$ cat config.mk
export PLATFORM = sky130hd
export DESIGN_NAME = sparse_polynomial_subtract
export DESIGN_NICKNAME = d
export VERILOG_FILES = /design/src/rtl/core/sps_pkg.sv /design/src/rtl/core/sps_ctrl.sv /design/src/rtl/core/sps_dpath.sv /design/src/rtl/core/sparse_polynomial_subtract.sv
export SDC_FILE = /design/constraint.sdc
export NUM_CORES = 1
export LEC_CHECK = 0
export BUFFER_PORTS_ARGS = -buffer_cell sky130_fd_sc_hd__buf_2
export CAP_MARGIN = 20
export CORE_MARGIN = 3
export CORE_UTILIZATION = 43
export DETAILED_ROUTE_END_ITERATION = 8
export MAX_ROUTING_LAYER = met4
export PLACE_DENSITY = 0.61
export SLEW_MARGIN = 10
export SYNTH_ARGS = -nofsm -noshare
export SYNTH_HDL_FRONTEND = slang
export SYNTH_SLANG_ARGS = --single-unit
$ cat constraint.sdc
create_clock -name clk -period 5.1 [get_ports clk]
set_clock_uncertainty 0.15 [all_clocks]
set_input_delay 1.02 -clock clk [delete_from_list [all_inputs] [get_ports clk]]
set_output_delay 1.02 -clock clk [all_outputs]
set_load 0.005 [all_outputs]
$ cat src/rtl/core/sps_pkg.sv
`timescale 1ns / 1ps
// ----------------------------------------------------------------------------
// sps_pkg
// Shared types and constants for the sparse polynomial subtract block.
// ----------------------------------------------------------------------------
package sps_pkg;

    localparam int DEFAULT_MAX_TERMS = 16;
    localparam int COEF_W            = 16;
    localparam int EXP_W             = 8;
    localparam int RES_W             = COEF_W + 1;
    localparam int OP_W              = 2;

    localparam logic [OP_W-1:0] OP_LOAD_FIRST  = 2'd0;
    localparam logic [OP_W-1:0] OP_LOAD_SECOND = 2'd1;
    localparam logic [OP_W-1:0] OP_COMPUTE     = 2'd2;

    typedef struct packed {
        logic [EXP_W-1:0]         exp;
        logic signed [COEF_W-1:0] coef;
    } sps_term_t;

    typedef struct packed {
        logic load_a;
        logic load_b;
        logic sel_b;
        logic rd_j;
        logic merge_rd;
        logic cur_load;
        logic cmp_step;
        logic wr_cur_i;
        logic ij_clr;
        logic i_inc;
        logic j_from_i;
        logic j_inc;
        logic merge_step;
        logic emit_empty;
        logic clear_all;
    } sps_cmd_t;

    typedef struct packed {
        logic i_lt_n;
        logic j_lt_n;
        logic merge_done;
        logic both_empty;
    } sps_status_t;

endpackage

$ cat src/rtl/core/sps_ctrl.sv
`timescale 1ns / 1ps
// ----------------------------------------------------------------------------
// sps_ctrl
// Sequencer: accepts items, walks the exchange sort of each polynomial and
// the merge, issuing commands to the datapath.
// ----------------------------------------------------------------------------
module sps_ctrl (
    input  logic                        clk,
    input  logic                        rst_n,
    input  logic                        start,
    input  logic [sps_pkg::OP_W-1:0]    opcode,
    output logic                        busy,
    output sps_pkg::sps_cmd_t           cmd,
    input  sps_pkg::sps_status_t        status
);
    import sps_pkg::*;

    typedef enum logic [2:0] {
        ST_IDLE,
        ST_READ_I,
        ST_LOAD_I,
        ST_READ_J,
        ST_COMPARE,
        ST_WRITE_I,
        ST_MERGE_RD,
        ST_MERGE_EMIT
    } state_t;

    state_t state_reg, state_next;
    logic   sel_b_reg, sel_b_next;
    logic   busy_reg;

    assign busy = busy_reg;

    always_comb
    begin
        state_next = state_reg;
        sel_b_next = sel_b_reg;
        cmd        = '0;
        cmd.sel_b  = sel_b_reg;
        case (state_reg)
            ST_IDLE:
            begin
                if (start)
                begin
                    cmd.load_a = (opcode == OP_LOAD_FIRST);
                    cmd.load_b = (opcode == OP_LOAD_SECOND);
                    if (opcode == OP_COMPUTE)
                    begin
                        cmd.ij_clr = 1'b1;
                        sel_b_next = 1'b0;
                        state_next = ST_READ_I;
                    end
                end
            end
            ST_READ_I:
            begin
                if (status.i_lt_n)
                begin
                    state_next = ST_LOAD_I;
                end
                else
                begin
                    cmd.ij_clr = 1'b1;
                    if (sel_b_reg)
                    begin
                        state_next = ST_MERGE_RD;
                    end
                    else
                    begin
                        sel_b_next = 1'b1;
                    end
                end
            end
            ST_LOAD_I:
            begin
                cmd.cur_load = 1'b1;
                cmd.j_from_i = 1'b1;
                state_next   = ST_READ_J;
            end
            ST_READ_J:
            begin
                cmd.rd_j = 1'b1;
                if (status.j_lt_n)
                begin
                    state_next = ST_COMPARE;
                end
                else
                begin
                    state_next = ST_WRITE_I;
                end
            end
            ST_COMPARE:
            begin
                cmd.rd_j     = 1'b1;
                cmd.cmp_step = 1'b1;
                cmd.j_inc    = 1'b1;
                state_next   = ST_READ_J;
            end
            ST_WRITE_I:
            begin
                cmd.wr_cur_i = 1'b1;
                cmd.i_inc    = 1'b1;
                state_next   = ST_READ_I;
            end
            ST_MERGE_RD:
            begin
                cmd.merge_rd = 1'b1;
                if (status.both_empty)
                begin
                    cmd.emit_empty = 1'b1;
                    cmd.clear_all  = 1'b1;
                    state_next     = ST_IDLE;
                end
                else if (status.merge_done)
                begin
                    cmd.clear_all = 1'b1;
                    state_next    = ST_IDLE;
                end
                else
                begin
                    state_next = ST_MERGE_EMIT;
                end
            end
            ST_MERGE_EMIT:
            begin
                cmd.merge_rd   = 1'b1;
                cmd.merge_step = 1'b1;
                state_next     = ST_MERGE_RD;
            end
            default:
            begin
                state_next = ST_IDLE;
            end
        endcase
    end

    always_ff @(posedge clk or negedge rst_n)
    begin
        if (!rst_n)
        begin
            state_reg <= ST_IDLE;
            sel_b_reg <= 1'b0;
            busy_reg  <= 1'b0;
        end
        else
        begin
            state_reg <= state_next;
            sel_b_reg <= sel_b_next;
            busy_reg  <= (state_next != ST_IDLE);
        end
    end

endmodule

$ cat src/rtl/core/sps_dpath.sv
`timescale 1ns / 1ps
// ----------------------------------------------------------------------------
// sps_dpath
// Term memories, counts, sort/merge indexes, compare and subtract logic and
// the result register.
// ----------------------------------------------------------------------------
module sps_dpath #(
    parameter int MAX_TERMS = sps_pkg::DEFAULT_MAX_TERMS
) (
    input  logic                                clk,
    input  logic                                rst_n,
    input  logic signed [sps_pkg::COEF_W-1:0]   coefficient,
    input  logic [sps_pkg::EXP_W-1:0]           exponent,
    input  sps_pkg::sps_cmd_t                   cmd,
    output sps_pkg::sps_status_t                status,
    output logic                                result_valid,
    output logic                                term_valid,
    output logic signed [sps_pkg::RES_W-1:0]    result_coefficient,
    output logic [sps_pkg::EXP_W-1:0]           result_exponent,
    output logic                                last,
    output logic                                overflowed
);
    import sps_pkg::*;

    localparam int CNT_W = $clog2(MAX_TERMS + 1);
    localparam int IDX_W = (MAX_TERMS > 1) ? $clog2(MAX_TERMS) : 1;
    localparam logic [CNT_W-1:0] CAP = CNT_W'(MAX_TERMS);
    localparam logic [CNT_W-1:0] ONE = CNT_W'(1);

    sps_term_t mem_a [MAX_TERMS];
    sps_term_t mem_b [MAX_TERMS];

    sps_term_t rd_a_reg, rd_b_reg;
    sps_term_t cur_reg, cur_next;

    logic [CNT_W-1:0] cnt_a_reg, cnt_a_next;
    logic [CNT_W-1:0] cnt_b_reg, cnt_b_next;
    logic             ovf_reg, ovf_next;
    logic [CNT_W-1:0] i_reg, i_next;
    logic [CNT_W-1:0] j_reg, j_next;

    logic [CNT_W-1:0] n_sel;
    sps_term_t        sort_term;
    logic             swap;
    logic [IDX_W-1:0] i_idx, j_idx, sort_addr, rd_addr_a, rd_addr_b;
    logic             sort_wr;
    logic             wr_en_a, wr_en_b;
    logic [IDX_W-1:0] wr_addr_a, wr_addr_b;
    sps_term_t        wr_data_a, wr_data_b, in_term;
    logic             room_a, room_b;

    logic             in_a, in_b, take_eq, take_b;
    logic [CNT_W-1:0] i_mrg, j_mrg;
    logic signed [RES_W-1:0] ca_ext, cb_ext, m_coef;
    logic [EXP_W-1:0] m_exp;
    logic             m_last;

    logic result_valid_reg;
    logic term_valid_reg, last_reg, ovf_out_reg;
    logic signed [RES_W-1:0] coef_out_reg;
    logic [EXP_W-1:0] exp_out_reg;

    assign i_idx     = i_reg[IDX_W-1:0];
    assign j_idx     = j_reg[IDX_W-1:0];
    assign n_sel     = cmd.sel_b ? cnt_b_reg : cnt_a_reg;
    assign sort_term = cmd.sel_b ? rd_b_reg : rd_a_reg;
    assign swap      = (cur_reg.exp < sort_term.exp);
    assign sort_addr = cmd.rd_j ? j_idx : i_idx;
    assign rd_addr_a = cmd.merge_rd ? i_idx : sort_addr;
    assign rd_addr_b = cmd.merge_rd ? j_idx : sort_addr;
    assign room_a    = (cnt_a_reg < CAP);
    assign room_b    = (cnt_b_reg < CAP);

    assign in_term.exp  = exponent;
    assign in_term.coef = coefficient;

    // sort write-back: displaced term goes to j, running max returns to i
    assign sort_wr   = (cmd.cmp_step && swap) || cmd.wr_cur_i;
    assign wr_en_a   = (cmd.load_a && room_a) || (sort_wr && !cmd.sel_b);
    assign wr_en_b   = (cmd.load_b && room_b) || (sort_wr && cmd.sel_b);
    assign wr_addr_a = cmd.load_a ? cnt_a_reg[IDX_W-1:0] : (cmd.wr_cur_i ? i_idx : j_idx);
    assign wr_addr_b = cmd.load_b ? cnt_b_reg[IDX_W-1:0] : (cmd.wr_cur_i ? i_idx : j_idx);
    assign wr_data_a = cmd.load_a ? in_term : cur_reg;
    assign wr_data_b = cmd.load_b ? in_term : cur_reg;

    always_ff @(posedge clk)
    begin
        if (wr_en_a)
        begin
            mem_a[wr_addr_a] <= wr_data_a;
        end
        if (wr_en_b)
        begin
            mem_b[wr_addr_b] <= wr_data_b;
        end
        rd_a_reg <= mem_a[rd_addr_a];
        rd_b_reg <= mem_b[rd_addr_b];
    end

    always_comb
    begin
        cur_next = cur_reg;
        if (cmd.cur_load || (cmd.cmp_step && swap))
        begin
            cur_next = sort_term;
        end
    end

    always_ff @(posedge clk)
    begin
        cur_reg <= cur_next;
    end

    // merge decision
    assign in_a   = (i_reg < cnt_a_reg);
    assign in_b   = (j_reg < cnt_b_reg);
    assign ca_ext = RES_W'(rd_a_reg.coef);
    assign cb_ext = RES_W'(rd_b_reg.coef);

    always_comb
    begin
        take_eq = in_a && in_b && (rd_a_reg.exp == rd_b_reg.exp);
        take_b  = !take_eq && in_b && (!in_a || (rd_a_reg.exp < rd_b_reg.exp));
        i_mrg   = i_reg;
        j_mrg   = j_reg;
        if (take_eq)
        begin
            m_exp  = rd_a_reg.exp;
            m_coef = ca_ext - cb_ext;
            i_mrg  = i_reg + ONE;
            j_mrg  = j_reg + ONE;
        end
        else if (take_b)
        begin
            m_exp  = rd_b_reg.exp;
            m_coef = -cb_ext;
            j_mrg  = j_reg + ONE;
        end
        else
        begin
            m_exp  = rd_a_reg.exp;
            m_coef = ca_ext;
            i_mrg  = i_reg + ONE;
        end
        m_last = (i_mrg >= cnt_a_reg) && (j_mrg >= cnt_b_reg);
    end

    always_comb
    begin
        i_next = i_reg;
        j_next = j_reg;
        if (cmd.ij_clr)
        begin
            i_next = '0;
            j_next = '0;
        end
        else if (cmd.merge_step)
        begin
            i_next = i_mrg;
            j_next = j_mrg;
        end
        else if (cmd.i_inc)
        begin
            i_next = i_reg + ONE;
        end
        else if (cmd.j_from_i)
        begin
            j_next = i_reg + ONE;
        end
        else if (cmd.j_inc)
        begin
            j_next = j_reg + ONE;
        end
    end

    always_comb
    begin
        cnt_a_next = cnt_a_reg;
        cnt_b_next = cnt_b_reg;
        ovf_next   = ovf_reg;
        if (cmd.clear_all)
        begin
            cnt_a_next = '0;
            cnt_b_next = '0;
            ovf_next   = 1'b0;
        end
        else if (cmd.load_a)
        begin
            if (room_a)
            begin
                cnt_a_next = cnt_a_reg + ONE;
            end
            else
            begin
                ovf_next = 1'b1;
            end
        end
        else if (cmd.load_b)
        begin
            if (room_b)
            begin
                cnt_b_next = cnt_b_reg + ONE;
            end
            else
            begin
                ovf_next = 1'b1;
            end
        end
    end

    always_ff @(posedge clk or negedge rst_n)
    begin
        if (!rst_n)
        begin
            cnt_a_reg        <= '0;
            cnt_b_reg        <= '0;
            ovf_reg          <= 1'b0;
            i_reg            <= '0;
            j_reg            <= '0;
            result_valid_reg <= 1'b0;
        end
        else
        begin
            cnt_a_reg        <= cnt_a_next;
            cnt_b_reg        <= cnt_b_next;
            ovf_reg          <= ovf_next;
            i_reg            <= i_next;
            j_reg            <= j_next;
            result_valid_reg <= cmd.merge_step || cmd.emit_empty;
        end
    end

    always_ff @(posedge clk)
    begin
        if (cmd.merge_step)
        begin
            term_valid_reg <= 1'b1;
            coef_out_reg   <= m_coef;
            exp_out_reg    <= m_exp;
            last_reg       <= m_last;
            ovf_out_reg    <= ovf_reg;
        end
        else if (cmd.emit_empty)
        begin
            term_valid_reg <= 1'b0;
            coef_out_reg   <= '0;
            exp_out_reg    <= '0;
            last_reg       <= 1'b1;
            ovf_out_reg    <= ovf_reg;
        end
    end

    assign status.i_lt_n     = (i_reg < n_sel);
    assign status.j_lt_n     = (j_reg < n_sel);
    assign status.merge_done = !in_a && !in_b;
    assign status.both_empty = (cnt_a_reg == '0) && (cnt_b_reg == '0);

    assign result_valid       = result_valid_reg;
    assign term_valid         = term_valid_reg;
    assign result_coefficient = coef_out_reg;
    assign result_exponent    = exp_out_reg;
    assign last               = last_reg;
    assign overflowed         = ovf_out_reg;

endmodule

$ cat src/rtl/core/sparse_polynomial_subtract.sv
`timescale 1ns / 1ps
// ----------------------------------------------------------------------------
// sparse_polynomial_subtract
// Difference of two sparse polynomials (first minus second) by sort and merge.
// ----------------------------------------------------------------------------
// An item transfers when start is high and busy is low. Load items and unused
// opcodes leave busy low, so they can be issued back to back. A compute item
// holds busy high while each term memory is exchange-sorted in place through
// its single read port and then merged into the results. Each result is shown
// for one cycle with result_valid and cannot be stalled; last marks the final
// result. Busy falls at the edge that ends the last result, or at the edge
// that raises the single result when both polynomials are empty.
// ----------------------------------------------------------------------------
module sparse_polynomial_subtract #(
    parameter int MAX_TERMS = sps_pkg::DEFAULT_MAX_TERMS
) (
    input  logic                                clk,
    input  logic                                rst_n,
    input  logic                                start,
    output logic                                busy,
    input  logic [sps_pkg::OP_W-1:0]            opcode,
    input  logic signed [sps_pkg::COEF_W-1:0]   coefficient,
    input  logic [sps_pkg::EXP_W-1:0]           exponent,
    output logic                                result_valid,
    output logic                                term_valid,
    output logic signed [sps_pkg::RES_W-1:0]    result_coefficient,
    output logic [sps_pkg::EXP_W-1:0]           result_exponent,
    output logic                                last,
    output logic                                overflowed
);
    import sps_pkg::*;

    sps_cmd_t    cmd;
    sps_status_t status;

    sps_ctrl u_ctrl (
        .clk    (clk),
        .rst_n  (rst_n),
        .start  (start),
        .opcode (opcode),
        .busy   (busy),
        .cmd    (cmd),
        .status (status)
    );

    sps_dpath #(
        .MAX_TERMS (MAX_TERMS)
    ) u_dpath (
        .clk                (clk),
        .rst_n              (rst_n),
        .coefficient        (coefficient),
        .exponent           (exponent),
        .cmd                (cmd),
        .status             (status),
        .result_valid       (result_valid),
        .term_valid         (term_valid),
        .result_coefficient (result_coefficient),
        .result_exponent    (result_exponent),
        .last               (last),
        .overflowed         (overflowed)
    );

endmodule
Word-level counts from Yosys, hierarchy flattened:

Memory sizes are Yosys's and may differ from the RTL's. A register that Yosys moved wholly into a read port is not among the register bits.
Cells that the tools add are included.

* add/sub/neg operators: 6
* $mul: 0
* div/mod/pow operators: 0
* magnitude comparators: 10
* equality and inequality tests: 17
* shifts and indexed selects: 0
* mux-type cells: 78
* bitwise logic cells: 0
* reduce and logical (&&, ||, !) cells: 44

Operators with widths (count)
* $mux W5: 20
* $mux W24: 3
* $mux W17: 4
* $mux W8: 4
* $mux W1: 29
* $mux W4: 6
* $pmux W3 S7: 1
* $add A5 B1 Y5 const B: 4
* $lt A5 B5 Y1: 4
* $mux W3: 6
* $neg A16 Y17: 1
* $sub A16 B16 Y17: 1
* $lt A8 B8 Y1: 2
* $eq A3 B3 Y1 const B: 4
* $logic_and A1 B1 Y1: 12
* $reduce_bool A2 Y1: 6
* $ge A5 B5 Y1: 2
* $logic_not A5 Y1: 2
* $lt A5 B5 Y1 const B: 2
* $reduce_bool A3 Y1: 3
* $eq A8 B8 Y1: 1
* $eq A3 B2 Y1 const B: 2
* $logic_or A1 B1 Y1: 6
* $mux W2: 3
* 16 further kinds: 27

* register bits: 79
* bits in latches: 0
* memory bits (writable): 768
* bits in read-only memories: 0
* output and inout port bits: 30
* word-level logic and storage cells: 173
* memories kept: 2

Memory list
* u_dpath.mem_a: depth 16, width 24, read ports 1, clocked after Yosys merged registers in 1, write ports 1, line sps_dpath.sv:30 `sps_term_t mem_a [MAX_TERMS];`
* u_dpath.mem_b: depth 16, width 24, read ports 1, clocked after Yosys merged registers in 1, write ports 1, line sps_dpath.sv:31 `sps_term_t mem_b [MAX_TERMS];`

Longest topological paths before layout:

* depth in word-level cells: 11
* mapped depth: 19
* depth with buffers taken out: 16

Hierarchy:

From an unflattened synthesis, not the netlist that was laid out.

* cell total of the unflattened synthesis: 2130
* area, all modules: 37365.8 µm²

Modules (own cells, without submodules)
* sps_dpath: times used 1, cells each 2082, area an instance 36966.7 µm², seq. area each 26125.1 µm²
* sps_ctrl: times used 1, cells each 48, area an instance 399.1 µm², seq. area each 125.1 µm²

Least setup slack after synthesis:

Ideal clock, no wire load.

* path kind: register to register
* start: reg u_ctrl.sel_b_reg
* end: reg u_dpath.cur_reg[0] (netlist name), enable pin
* data arrival time: 3755 ps
* required time: 4508 ps
* setup slack: 753 ps
* stages on the path, launching flop included: 8
* clock period less this slack: 4347 ps
* cell sequence: dfrtp_1 > buf_2 > buf_1 > mux2i_1 > ha_1 > a21o_1 > a211o_1 > o31ai_1

* longest elaborated chain between the ends: 4

Ends and longest elaborated chain
* start, declared: line sps_ctrl.sv:30 `logic sel_b_reg, sel_b_next;`
* start signal, assigned: line sps_ctrl.sv:149 `sel_b_reg <= sel_b_next;`
* $mux W24: line sps_dpath.sv:66 `assign sort_term = cmd.sel_b ? rd_b_reg : rd_a_reg;`
* $lt A8 B8 Y1: line sps_dpath.sv:67 `assign swap = (cur_reg.exp < sort_term.exp);`
* $logic_and A1 B1 Y1: line sps_dpath.sv:103 `if (cmd.cur_load || (cmd.cmp_step && swap))`
* $logic_or A1 B1 Y1: line sps_dpath.sv:103
* end signal, assigned: line sps_dpath.sv:111 `cur_reg <= cur_next;`
* end, declared: line sps_dpath.sv:34 `sps_term_t cur_reg, cur_next;`

Every way passes these cells.
A chain may end at the register's enable or synchronous reset.

Worst setup path in the final report:

* start: reg u_dpath.i_reg[2]
* end: reg u_dpath.last_reg (netlist: u_dpath.last) (data pin)

* longest elaborated chain between the ends: 11
* elaborated cells between the ends (all ways): 17
* those cells by class: add/sub (1); order compare (3); mux (5); reduce/logical (8)

Ends and longest elaborated chain
* start, declared: line sps_dpath.sv:39 `logic [CNT_W-1:0] i_reg, i_next;`
* start signal, assigned: line sps_dpath.sv:227 `i_reg <= i_next;`
* $lt A5 B5 Y1: line sps_dpath.sv:115 `assign in_a = (i_reg < cnt_a_reg);`
* $logic_and A1 B1 Y1 (2 in a row): line sps_dpath.sv:122 `take_eq = in_a && in_b && (rd_a_reg.exp == rd_b_reg.exp);`
* $logic_not A1 Y1: line sps_dpath.sv:123 `take_b = !take_eq && in_b && (!in_a || (rd_a_reg.exp < rd_b_reg.exp));`
* $logic_and A1 B1 Y1 (2 in a row): line sps_dpath.sv:123
* $mux W5: line sps_dpath.sv:133 `else if (take_b)`
* $mux W5: line sps_dpath.sv:126 `if (take_eq)`
* $ge A5 B5 Y1: line sps_dpath.sv:145 `m_last = (i_mrg >= cnt_a_reg) && (j_mrg >= cnt_b_reg);`
* $logic_and A1 B1 Y1 *: line sps_dpath.sv:145
* $mux W1 *: line sps_dpath.sv:235 `if (cmd.merge_step)`
* end signal, assigned: line sps_dpath.sv:240 `last_reg <= m_last;`
* end, declared: line sps_dpath.sv:59 `logic term_valid_reg, last_reg, ovf_out_reg;`

Every way passes the cells marked *; elsewhere a longest branch is shown, timed or not.

==> run_results.csv <==
group,metric,value,unit
final_layout,fill_cells,7419,
global_route,grt_util_all_layers,23.33,%
synth,syn_area,37730,µm²
die,start_util,43.42,%
critical_path,cp_max_fo,14,
pwr,p_leak,15.05,nW
die,core_area,86890,µm²
clocking,cts_root_buffer,"clkbuf_16",
clocking,clock_path_buffers,3,
critical_path,worstSetupPathType,"reg2reg",
critical_path,critical_path.max_stage_delay,0.73,ns
critical_path,critPathSlowestCell,"dfrtp_1",
global_route,gr-total-overflow,0,
die,num_rows,108,
global_route,grt_pass1_wl,152800,µm
global_route,grt_pass1_vias,23390,
timing,max_freq,238.7,MHz
final_layout,syn2layout_area_growth,14.32,%
clocking,post-cts-setup-buffers,0,
synth,synth_edf_count,819,
synth,syn_inst,2888,
critical_path,worstPathCellList,"ha_1 -> a21oi_1 -> o21ai_1 -> a31o_2 -> a21oi_1 -> buf_4 -> nand2b_1 -> xnor2_1 -> ha_1 -> nand2b_1 -> a21oi_1 -> nor2b_1 -> o21ai_0 -> nand2b_1 -> a21oi_1 -> o21ai_0",
die,fp.dieH,302.2,µm
route,antenna_left,0,
synth,avgSynthCellArea,13.06,µm²
clocking,clk_pin_slew_worst_paths,0.06,ns
clocking,tritoncts,"built",
clocking,clock_latency,0.66,ns
critical_path,worstReg2RegStart,"u_dpath.i_reg[2]",
timing,rsz0062_at_grt,"false",
clocking,cts_max_level,3,
final_layout,mostFrequentLayoutCells,"edfxtp_1 (819), nand2_1 (754), nand3_1 (161), a21oi_1 (149), clkbuf_16 (93)",
global_route,antenna_found_initial,3,
timing,fin_setup_tns,0,ns
critical_path,crit_family,"compound AO/OA/AOI/OAI gates",
final_layout,stdcell_count,4211,
timing,setup_viol,0,
clocking,cts.sinks,895,
route,vias,23915,
placement,io_buffers,58,
final_layout,final_common_cell,"edfxtp_1",
die,die_area,91330,µm²
critical_path,critPathCaptureType,"flop",
timing,fin_crit,4.190,ns
final_layout,layout-drive-gt1-share,13.86,%
placement,place_hpwl,64790,µm
critical_path,crit_buf_inv,1,
clocking,cts_made_buffers,92,
placement,placedCellCount,4036,
clocking,postCtsHoldBufs,0,
critical_path,startpoint_type,"flop",
route,routed_wl,103600,µm
critical_path,cp.arrival,4.40,ns
route,drt_iter0_drc,2468,
die,fp.dieW,302.2,µm
final_layout,nNetsFinal,3069,
die,pin_count,59,
status,outcome,"completed",
final_layout,fin_util,49.64,%
placement,gp_congestion,0.9109,
critical_path,cp_common_cell,"a21oi_1",
critical_path,r2r_end,"u_dpath.last",
synth,ys_async_sr_fraction,3.017,%
timing,worst_pin_slew,0.8398,ns
synth,ys.flop_type,"edfxtp_1",
route,post_drt_wl_per_cell,24.61,µm
timing,hold_viol,0,
route,drc,0,
job,maxCapViolCount,0,
global_route,grt_max_degree,103,
min_path,hold_path_class,"in2async",
pwr,ir_drop,0.0003238,V
synth,ys_ff_latch,895,
synth,seq_area_frac_synth,69.58,%
timing,final_max_slew_viol_count,0,
pwr,p_per_area,345.9,nW/µm²
critical_path,cp.required,5.31,ns
synth,ys_warn_count,0,
timing,fin_crit_sh,82.15,%
synth,synth_cell_types,73,
route,first_pass_iters,6,
final_layout,regArea,26250,µm²
timing,slew_headroom,42.41,%
critical_path,reg2reg_depth,16,
route,via_per_inst,5.679,
final_layout,multiInputGateArea,10840,µm²
synth,syn-num-nets,2982,
critical_path,ff2ff_setup_slack,0.91,ns
clocking,cts_resized,0,
==> metrics by stage <==
| stage | hold WS [ns] | setup WS, ns | instance area (µm²) | total power [W] |
|---|---|---|---|---|
| global placement | 0.2919 | 0.9862 | 39920 | 0.008083 |
| detailed placement | 0.2946 | 0.9820 | 39930 | 0.008083 |
| finish | 0.2671 | 0.9102 | 43130 | 0.01492 |
| CTS | 0.2641 | 0.9654 | 43120 | 0.01504 |
| global route | 0.3041 | 0.5930 | 43120 | 0.01534 |
| floorplan | 0.2757 | 0.7534 | 37730 | 0.008050 |
==> worst max path at each step <==
stage                startpoint                 end  depth (start not counted)
5_1_grt        u_dpath.i_reg[2]        u_dpath.last                         15
3_3_place_gp   u_dpath.i_reg[2]        u_dpath.last                         16
3_5_place_dp   u_dpath.i_reg[2]        u_dpath.last                         16
2_1_floorplan  u_ctrl.sel_b_reg  u_dpath.cur_reg[0]                          7
4_1_cts        u_dpath.i_reg[2]        u_dpath.last                         16
6_report       u_dpath.i_reg[2]        u_dpath.last                         16
==> worst register-to-register path: cells and delay by family (launching register included) <==
kind / cells / cell delay [ns]
compound gates: 8 / 1.25
xor+xnor: 1 / 0.19
flops: 1 / 0.73
simple gates: 4 / 0.80
fa+ha+maj: 2 / 0.61
buf+inv: 1 / 0.20
==> where the power goes <==
group | total [W] | switching [W] | internal, W | leakage, nW
Sequential | 0.00789 | 0.00000277 | 0.00789 | 8.08
Combinational | 0.0000374 | 0.0000254 | 0.0000120 | 5.40
Clock | 0.00699 | 0.00286 | 0.00413 | 1.56
==> Yosys cell counts (12+ instances only) <==
cell      number  area [µm²]
o21ai_1       27       135.1
a31oi_1       28       175.2
nor2_1        88       330.3
a32oi_1       49       429.2
inv_1         51       191.4
clkbuf_1      89       334.1
nand2b_1      17       106.4
mux2_2        20       225.2
a22oi_1       54       405.4
a21oi_1      150       750.7
mux2i_1       45       450.4
nand3_1      161       805.8
edfxtp_1     819       24590
xnor2_1       31       271.5
nor3_1        14       70.07
ha_1          64       800.8
xor2_1        12       105.1
dfrtp_1       27       675.7
nand2_1      754        2830
buf_2         46       230.2
dfxtp_1       49       980.9
o21ai_0       51       255.2
nand4_1       32       200.2
mux4_2        48        1081
==> per-layer routing <==
metal	GRT usage [%]	vias up	wire (µm)
li1	-	10858	-
met1	30.97	11945	43200
met2	38.16	908	50530
met3	2.490	204	6807
met4	7.153	0	3079
met5	-	-	0
==> cells by family after synthesis <==
logic type      after synthesis  synth area share (%)
flops                       895                 69.58
simple gates               1115                 12.47
buf+inv                     209                 2.421
mux                         115                 4.752
fa+ha+maj                    65                 2.176
xor+xnor                     43                0.9982
compound gates              446                 7.608
==> final cells by class <==
| cell class | instances | share of cell area, % |
|---|---|---|
| Tap cell | 1155 | 3.350 |
| Multi-Input combinational cell | 1784 | 25.13 |
| Antenna cell | 4 | 0.02321 |
| Sequential cell | 895 | 60.86 |
| Clock inverter | 56 | 1.671 |
| Inverter | 51 | 0.4438 |
| Clock buffer | 115 | 5.726 |
| Timing Repair Buffer | 151 | 2.794 |
Power figures use the tool's default switching activity.
